`src/design/acc4_pkg.sv`:
```
// Shared types, opcodes and field widths for the 4-bit accumulator step unit.
package acc4_pkg;

  localparam int unsigned INSTR_W = 8;
  localparam int unsigned PC_W    = 8;
  localparam int unsigned DATA_W  = 4;
  localparam int unsigned RF_AW   = 3;
  localparam int unsigned RF_DEPTH = 1 << RF_AW;

  localparam logic [3:0] OP_ADD   = 4'h0;
  localparam logic [3:0] OP_NAND  = 4'h1;
  localparam logic [3:0] OP_XOR   = 4'h2;
  localparam logic [3:0] OP_BAD   = 4'h3;
  localparam logic [3:0] OP_ADDI  = 4'h4;
  localparam logic [3:0] OP_NANDI = 4'h5;
  localparam logic [3:0] OP_XORI  = 4'h6;
  localparam logic [3:0] OP_MOVE  = 4'h7;

  localparam logic [1:0] ALU_ADD  = 2'd0;
  localparam logic [1:0] ALU_NAND = 2'd1;

  localparam int unsigned BRANCH_BIT = 7;
  localparam int unsigned IMM_BIT    = 6;
  localparam int unsigned STORE_BIT  = 3;
  localparam int unsigned SIGN_BIT   = 3;

  typedef struct packed {
    logic [PC_W-1:0]   next_pc;
    logic [DATA_W-1:0] acc;
    logic              taken;
    logic              bad;
    logic              rf_we;
  } exec_t;

endpackage

```
`src/design/acc4_exec.sv`:
```
// Decode and execute unit for one instruction byte.
module acc4_exec (
  input  logic [acc4_pkg::INSTR_W-1:0] instr,
  input  logic [acc4_pkg::PC_W-1:0]    pc,
  input  logic [acc4_pkg::DATA_W-1:0]  acc,
  input  logic [acc4_pkg::DATA_W-1:0]  rf_data,
  output acc4_pkg::exec_t              result
);

  logic [3:0]                  op;
  logic [acc4_pkg::DATA_W-1:0] operand;
  logic [acc4_pkg::DATA_W-1:0] alu_out;

  assign op      = instr[7:4];
  assign operand = instr[acc4_pkg::IMM_BIT] ? instr[acc4_pkg::DATA_W-1:0] : rf_data;

  always_comb begin
    case (op[1:0])
      acc4_pkg::ALU_ADD:  alu_out = acc + operand;
      acc4_pkg::ALU_NAND: alu_out = ~(acc & operand);
      default:            alu_out = acc ^ operand;
    endcase
  end

  always_comb begin
    result.next_pc = pc + acc4_pkg::PC_W'(1);
    result.acc     = acc;
    result.taken   = 1'b0;
    result.bad     = 1'b0;
    result.rf_we   = 1'b0;
    if (instr[acc4_pkg::BRANCH_BIT]) begin
      if (acc[acc4_pkg::SIGN_BIT]) begin
        result.next_pc = {1'b0, instr[acc4_pkg::PC_W-2:0]};
        result.taken   = 1'b1;
      end
    end else begin
      case (op)
        acc4_pkg::OP_BAD: result.bad = 1'b1;
        acc4_pkg::OP_MOVE: begin
          if (instr[acc4_pkg::STORE_BIT]) result.rf_we = 1'b1;
          else result.acc = rf_data;
        end
        acc4_pkg::OP_ADD, acc4_pkg::OP_NAND, acc4_pkg::OP_XOR,
        acc4_pkg::OP_ADDI, acc4_pkg::OP_NANDI, acc4_pkg::OP_XORI: result.acc = alu_out;
        default: result.acc = acc;
      endcase
    end
  end

endmodule

```
`src/design/four_bit_accumulator_cpu_step_top.sv`:
```
// Top level: input register, execute stage with architectural state, result register.
//
//   channel  signals                                    direction
//   in       in_valid, in_stall, instruction            item in
//   out      out_valid, out_stall, next_pc, accumulator,
//            branch_taken, illegal                      result out
//
// One instruction per cycle while out_stall is low; each passes the input register, then the result register.
// The execute stage updates pc, accumulator and register file as it fills the result register.
// Reset clears pc, accumulator, all eight register file entries and both valid flags.
// A stalled result holds; one more instruction waits in the input register, then in_stall rises.
module four_bit_accumulator_cpu_step_top (
  input  logic                          clk,
  input  logic                          rst,
  input  logic                          in_valid,
  output logic                          in_stall,
  input  logic [acc4_pkg::INSTR_W-1:0]  instruction,
  output logic                          out_valid,
  input  logic                          out_stall,
  output logic [acc4_pkg::PC_W-1:0]     next_pc,
  output logic [acc4_pkg::DATA_W-1:0]   accumulator,
  output logic                          branch_taken,
  output logic                          illegal
);

  logic                         in_reg_valid;
  logic [acc4_pkg::INSTR_W-1:0] in_reg_instr;
  logic                         advance;
  logic                         out_hold;

  logic [acc4_pkg::PC_W-1:0]    pc;
  logic [acc4_pkg::DATA_W-1:0]  acc;
  logic [acc4_pkg::DATA_W-1:0]  rf [acc4_pkg::RF_DEPTH];
  logic [acc4_pkg::RF_AW-1:0]   sel;
  acc4_pkg::exec_t              exec;

  assign out_hold = out_valid && out_stall;
  assign advance  = in_reg_valid && !out_hold;
  assign in_stall = in_reg_valid && out_hold;
  assign sel      = in_reg_instr[acc4_pkg::RF_AW-1:0];

  acc4_exec u_exec (
    .instr   (in_reg_instr),
    .pc      (pc),
    .acc     (acc),
    .rf_data (rf[sel]),
    .result  (exec)
  );

  always_ff @(posedge clk) begin
    if (rst) begin
      in_reg_valid <= 1'b0;
    end else if (!in_stall) begin
      in_reg_valid <= in_valid;
    end
    if (in_valid && !in_stall) begin
      in_reg_instr <= instruction;
    end
  end

  always_ff @(posedge clk) begin
    if (rst) begin
      pc  <= '0;
      acc <= '0;
      for (int i = 0; i < acc4_pkg::RF_DEPTH; i++) begin
        rf[i] <= '0;
      end
    end else if (advance) begin
      pc  <= exec.next_pc;
      acc <= exec.acc;
      if (exec.rf_we) begin
        rf[sel] <= acc;
      end
    end
  end

  always_ff @(posedge clk) begin
    if (rst) begin
      out_valid <= 1'b0;
    end else if (advance) begin
      out_valid <= 1'b1;
    end else if (!out_stall) begin
      out_valid <= 1'b0;
    end
    if (advance) begin
      next_pc      <= exec.next_pc;
      accumulator  <= exec.acc;
      branch_taken <= exec.taken;
      illegal      <= exec.bad;
    end
  end

endmodule

```
`config.mk`:
```
export PLATFORM = sky130hd
export DESIGN_NAME = four_bit_accumulator_cpu_step_top
export DESIGN_NICKNAME = d
export VERILOG_FILES = /design/src/design/acc4_pkg.sv /design/src/design/acc4_exec.sv /design/src/design/four_bit_accumulator_cpu_step_top.sv
export SDC_FILE = /design/constraint.sdc
export NUM_CORES = 1
export LEC_CHECK = 0
export ABC_AREA = 1
export BUFFER_PORTS_ARGS = -buffer_cell sky130_fd_sc_hd__clkbuf_2
export CAP_MARGIN = 20
export CORE_ASPECT_RATIO = 1.4
export CORE_UTILIZATION = 50
export CTS_BUF_LIST = sky130_fd_sc_hd__clkbuf_8 sky130_fd_sc_hd__clkbuf_16
export CTS_CLUSTER_DIAMETER = 100
export CTS_CLUSTER_SIZE = 10
export DETAILED_ROUTE_END_ITERATION = 10
export PLACE_DENSITY = 0.78
export SYNTH_ARGS = -nofsm -noshare
export SYNTH_HDL_FRONTEND = slang
export SYNTH_SLANG_ARGS = --single-unit
```
`constraint.sdc`:
```
create_clock -name clk -period 2.8 [get_ports clk]
set_input_delay 0.42 -clock clk [delete_from_list [all_inputs] [get_ports clk]]
set_output_delay 0.42 -clock clk [all_outputs]
set_load 0.01 [all_outputs]
```
==> summary.txt, run 1 <==
Logic synthesis
  – Commonest cells post-synth: nand2_1, nor2_1, inv_1, edfxtp_1, o21ai_0
  – Post-synthesis average cell area: slightly below 9 um2
  – Library cell occupying the most area in the post-synthesis netlist: edfxtp_1
  – Biggest area contributors in the synthesized netlist: edfxtp_1, dfxtp_1, nand2_1
  – Net count after synthesis: 416
  – Count of warnings emitted by yosys: 0
  – Asr flop ratio synth: 0%
  – Proportion of synthesized chip area in sequential cells: 57.0%
  – Predominant post-synthesis flop cell: edfxtp_1
  – Number of cells produced by synthesis: 398
  – Flip-flop and latch count after synthesis: 71
  – Synthesized area: 0.00344 mm2
  – Cell with the most instances after synthesis: nand2_1
  – Share of the synthesized area in the top cell type: 47.1%
  – Post-synth EDFFs: 54
  – Post-synth cell types: 29

GRT
  – Congestion Overflow GR: 0
  – Global router's overall resource usage: 22.1%
  – Global-route wire length before repair: 11800 um
  – Number of antenna violations at the first check in global routing: 0
  – Via count of the first global-routing pass: 2657
  – Maximum number of pins on one net before global-route repair: 27

Clocking
  – H-tree depth: 3
  – Num CTS Buffers: 9
  – Maximum clock insertion buffer count: 2
  – Clock Sinks: 71
  – Worst-skew pair later-pin latency: 0.34 ns
  – CTS tree: built
  – Clock tree root driver cell: clkbuf_8
  – CTS Hold Bufs: 0
  – Worst-path clk slew: 0.08 ns

Power
  – Switching fraction of total power: 24.3%
  – Total power divided by cell area: approximately 630 mW/mm2
  – Sequential cell fraction of total power: 49.3%
  – Clock network power share: about two fifths
  – Internal power consumption: 1880 uW
  – Net switching power of the design: 604 uW
  – Leakage power summed over all cells: 0.00177 uW
  – Logic pwr share: approximately 12%
  – Total power after layout: 2490 uW
  – Worst VDD drop: 417 uV

Cells and area
  – Syn-to-layout area delta: 14.7%
  – Post-route cell area: approximately 0.0039 mm2
  – Number of inserted diodes: 0
  – Final-layout fill cell count: 547
  – Fraction of layout instances using a drive strength above 1: 15.2%
  – Non-Filler Instances: 532
  – Nets: 453

Worst setup path
  – Maximum fanout along the worst path: 8
  – CP delay by family, top: adder cells
  – Cell with the largest stage delay on the worst path: fa_1
  – CP Capture Type: register
  – CP peak stage delay: ~0.42 ns
  – Most frequent CP cell: nand2_1
  – Required time reported for the critical path endpoint: approximately 2.9 ns
  – Startpoint kind of the worst setup timing path: register
  – Cells along the critical path: clkinvlp_4, nor2_1, o21ai_0, nand3_1, nand3_1, o21ai_0, ha_2, fa_1, inv_1, nand2_1, nand2_1, o21ai_0, nor2_1, nand2_1, nand2_1, inv_1
  – Worst path buffer plus inverter count: 3
  – CP Class: register to register
  – Worst Path Arrival: about 2.7 ns

Placement
  – DP Wirelength: 5450 um
  – DP Cell Count: 514
  – Global placement routability congestion: 0.936
  – Count of input and output buffers: 27
  – Cell area reported after detailed placement: 0.00368 mm2

STA
  – Final Max Slew Viols: 0
  – Ratio of final minimum period to clock period: 92.8%
  – Slew HR: 69.8%
  – Total of endpoints with negative setup slack in the final report: 0
  – Hold Vio Cnt, Final: 0
  – Highest clock rate: 385 MHz
  – Min Clock Period, post-route: 2.60 ns
  – Actual slew at the worst max-slew pin: 0.449 ns
  – Worst Skew: 0.00792 ns

Floorplanning
  – Row count: 35
  – Core region area: 0.00661 mm2
  – X dimension of the die: just over 70 um
  – Die footprint: 0.00722 mm2
  – Starting density of the core: 52.0%
  – Die Y: 100 um
  – Top Ports: 28

Routing
  – Drt initial violations: 142
  – Vias per inst: 5.14
  – First-pass iteration count of the detailed router: 4
  – Vias: about 2700
  – Wire length after detailed routing: 7440 um
  – DRC errors left: 0
  – Antenna-violating nets left: 0
  – Wire length per cell after detailed routing: 14.0 um

Min path
  – Classification of the worst-slack hold path: input pin to register

Run status
  – Outcome: completed

Run
  – Maxcap violations: 0
## logic make-up (layout without fill, tap and decap cells)
logic type / after synthesis / count (layout) / synth area share, %
AO/OA/AOI/OAI: 48 / 48 / 7.27
XOR/XNOR: 3 / 3 / 0.764
adder cells (fa/ha/maj): 6 / 6 / 2.40
buffers and inverters: 69 / 111 / 8.04
flip-flops: 71 / 71 / 57.0
AND/OR/NAND/NOR: 201 / 201 / 24.5
## final timing paths
path                        from  slack (ns)  depth (start not counted)               to
hold / removal    instruction[6]        0.26                          1  in_reg_instr[6]
setup reg to reg        register        0.20                         16   accumulator[1]
hold reg to reg     in_reg_valid        0.48                          2        out_valid
setup / recovery        register        0.20                         16   accumulator[1]
## layout make-up
class | count | area [um2] | share of cell area, %
Clock buffer | 9 | 124 | 3.14
Clock inverter | 7 | 120 | 3.04
Timing Repair Buffer | 34 | 188 | 4.75
Tap cell | 92 | 115 | 2.92
Multi-Input combinational cell | 258 | 1200 | 30.5
Sequential cell | 71 | 1960 | 49.7
Inverter | 61 | 233 | 5.90
## cell usage in the layout, fill, tap and decap left out
master / instances
a211oi_1: 1
a21oi_1: 12
buf_4: 7
bufinv_16: 3
clkbuf_2: 27
clkbuf_8: 9
clkinv_1: 4
clkinv_2: 1
clkinv_4: 1
clkinvlp_4: 2
dfxtp_1: 16
dfxtp_2: 1
edfxtp_1: 54
fa_1: 1
ha_1: 4
ha_2: 1
inv_1: 55
inv_2: 1
inv_6: 1
nand2_1: 90
nand2_2: 8
nand3_1: 26
nand3_2: 1
nand4_1: 1
nand4_2: 1
nor2_1: 70
nor2_2: 1
nor2_4: 2
nor3_1: 1
o211ai_1: 1
o21ai_0: 31
o21bai_1: 1
o22ai_1: 2
xnor2_1: 2
xor2_1: 1
## state kept, by name, summed over array words and instances, names as in the netlist, named ones only
| signal | cells |
|---|---|
| branch_taken | 1 |
| rf | 32 |
| out_valid | 1 |
| in_reg_valid | 1 |
| pc | 8 |
| next_pc | 8 |
| accumulator | 4 |
| acc | 4 |
| in_reg_instr | 8 |
| illegal | 1 |
## per-stage QoR
step	util, %	worst slack (ns)	hold slack, ns	setup TNS, ns
2_1_floorplan	-	0.455	0.451	0
3_3_place_gp	55.7	0.276	0.463	0
3_5_place_dp	55.7	0.147	0.470	0
4_1_cts	59.4	0.142	0.248	0
5_1_grt	59.7	-0.0169	0.243	-0.0169
6_report	59.7	0.202	0.261	0
## metal layers
layer / up-vias / wire, um / track usage, % / part of all wire (%)
li1: 1360 / - / - / -
met1: 1268 / 2770 / 22.7 / 37
met2: 82 / 4090 / 41.0 / 55
met3: 24 / 290 / 3.21 / 3.9
met4: 0 / 286 / 14.2 / 3.8
met5: - / 0 / 0 / 0
## power by group through the flow
stage | Combinational, uW | Sequential, uW | Clock [uW]
final | 288 | 1230 | 972
after global routing | 323 | 1230 | 1020
after CTS | 280 | 1230 | 982
after detailed placement | 276 | 1250 | 0
after global placement | 270 | 1250 | 0
after floorplan | 197 | 1240 | 0
## timing repair
item                       4_1_cts  5_1_grt
setup buffers                    0        2
resized for setup                0        3
setup endpoints to repair        0        4
No activity file was read; power rests on OpenSTA's default activity.
==> run 2, diff against run 1 <==
==> constraint.sdc (replaced) <==
create_clock -name clk -period 2.7 [get_ports clk]
set_input_delay 0.405 -clock clk [delete_from_list [all_inputs] [get_ports clk]]
set_output_delay 0.405 -clock clk [all_outputs]
set_load 0.01 [all_outputs]
==> summary.txt, run 2 (synthesis gave the netlist of run 1 again) <==
Clocking
  – Worst-path clk slew: 0.08 ns
  – CTS tree: built
  – Worst-skew pair later-pin latency: 0.35 ns
  – H-tree depth: 3
  – Clock tree root driver cell: clkbuf_8
  – CTS Hold Bufs: 0
  – Clock Sinks: a little over 70
  – Maximum clock insertion buffer count: 2
  – Num CTS Buffers: 9

Worst setup path
  – Maximum fanout along the worst path: 6
  – Setup slack of the worst register-to-register path: 0.21 ns
  – Startpoint kind of the worst setup timing path: register
  – Cells along the critical path: clkinvlp_4, nor2_1, o21ai_0, nand3_1, nand3_1, o21ai_0, ha_2, fa_1, inv_1, nand2_1, nand2_1, o21ai_0, nor2_1, nand2_1, nand2_1, inv_1
  – CP Capture Type: register
  – Most frequent CP cell: nand2_1
  – Worst Path Arrival: 2.61 ns
  – Cell with the largest stage delay on the worst path: dfxtp_1
  – CP Class: register to register
  – CP delay by family, top: simple AND/OR/NAND/NOR gates
  – CP peak stage delay: just over 0.4 ns
  – Required time reported for the critical path endpoint: 2.81 ns
  – Worst path buffer plus inverter count: 3

Cells and area
  – Non-Filler Instances: 537
  – Leading cell type in the layout, fill and taps excluded: nand2_1
  – Top register by number of flip-flops: rf
  – Number of inserted diodes: 0
  – Nets: between 400 and 500
  – Commonest cells after routing, fill and taps aside: nand2_1, nor2_1, inv_1
  – Number of flip-flops in the largest register: 32
  – Fraction of layout instances using a drive strength above 1: 16.0%
  – Syn-to-layout area delta: 16.3%

STA
  – Ratio of final minimum period to clock period: 92.4%
  – Setup TNS Final: 0 ns
  – Actual slew at the worst max-slew pin: around 0.46 ns
  – Min Clock Period, post-route: between 2 and 2.5 ns
  – Least setup slack across all paths after layout: just over 0.2 ns
  – Total of endpoints with negative setup slack in the final report: 0
  – Slew HR: a little over two thirds
  – Hold Vio Cnt, Final: 0
  – Final Max Slew Viols: 0
  – Worst Skew: approximately 0.0093 ns
  – Highest clock rate: 401 MHz

Floorplanning
  – Row count: 35
  – Starting density of the core: 52.0%
  – Core region area: 0.00661 mm2
  – Top Ports: 28
  – X dimension of the die: between 70 and 80 um
  – Die Y: 100 um
  – Die footprint: slightly above 0.007 mm2

Placement
  – DP Cell Count: approximately 510
  – DP Wirelength: 5400 um
  – Post-place setup slack: 0.220 ns
  – Global placement routability congestion: 0.904
  – Count of input and output buffers: 27

Routing
  – Highest signal layer in the routed design: met4
  – Vias: approximately 2800
  – Wire length per cell after detailed routing: roughly 14 um
  – Vias per inst: 5.17
  – Drt initial violations: 198
  – Antenna-violating nets left: 0
  – Met2 wirelength from detailed routing: 4180 um
  – Met3 layer wire length in the routed design: 323 um
  – Wire length on met1: 2760 um
  – First-pass iteration count of the detailed router: 5
  – Wire length after detailed routing: between 7000 and 8000 um
  – DRC errors left: 0

GRT
  – Global-route wire length before repair: 12100 um
  – Number of antenna violations at the first check in global routing: 0
  – Via count of the first global-routing pass: ~2700
  – Maximum number of pins on one net before global-route repair: 27
  – Congestion Overflow GR: 0
  – Global router's overall resource usage: 22.6%

Min path
  – Classification of the worst-slack hold path: input pin to register

Run status
  – Outcome: completed

Power
  – Total power divided by cell area: 651 mW/mm2
  – Worst VDD drop: 481 uV
  – Leakage power summed over all cells: ~0.0018 uW

Run
  – Maxcap violations: 0
## run 2: changes by cell type in the layout (fill, tap and decap cells not counted), sizes merged
cell	previous run	this run
buf	7	12
inv	57	56
clkinv	6	8
clkinvlp	2	1
## run 2: worst paths after layout
kind	startpoint	cells after the start	to
setup / recovery	register	16	accumulator[1]
hold / removal	instruction[4]	1	in_reg_instr[4]
setup reg to reg	register	16	accumulator[1]
hold reg to reg	in_reg_valid	2	out_valid
## run 2: area by class of cell
type                       instances  area, um2
multi-input combinational        258       1200
sequential                        71       1960
clock inverter                     7        121
inverter                          61        233
fill                             525       2610
clock buffer                       9        124
tap                               92        115
timing repair buffer              39        241
## run 2: what timing repair did
action	CTS	global route
endpoints found under the setup margin	0	1
setup buffers	0	7
resized for setup	0	3
## run 2: per-stage QoR
stage	area [um2]	power [uW]	util (%)	hold slack, ns
after detailed placement	3680	1580	55.7	0.474
after CTS	3930	2590	59.4	0.219
final	4000	2610	60.5	0.229
after global placement	3680	1570	55.7	0.463
after global routing	4000	2700	60.5	0.221
after floorplan	3440	1500	-	0.451
## run 2: metal layers
metal  GRT usage (%)  vias up
met5               0        -
met4            14.9        0
met3            3.61       28
met2            41.5      104
met1            23.2     1278
li1                -     1367
## run 2: worst register-to-register path: cells and delay by family, from the launching register on
| kind | cells | cell delay [ns] |
|---|---|---|
| buf+inv | 3 | 0.27 |
| simple gates | 8 | 0.67 |
| fa+ha+maj | 2 | 0.64 |
| compound gates | 3 | 0.27 |
| flops | 1 | 0.41 |
## run 2: report_power, final
| part | switching, uW | total, uW | leakage, uW | internal [uW] |
|---|---|---|---|---|
| clock network | 405 | 1020 | 0.000123 | 616 |
| registers | 35.7 | 1270 | 0.000682 | 1240 |
| logic | 202 | 313 | 0.000996 | 111 |
| total | 643 | 2610 | 0.00180 | 1960 |
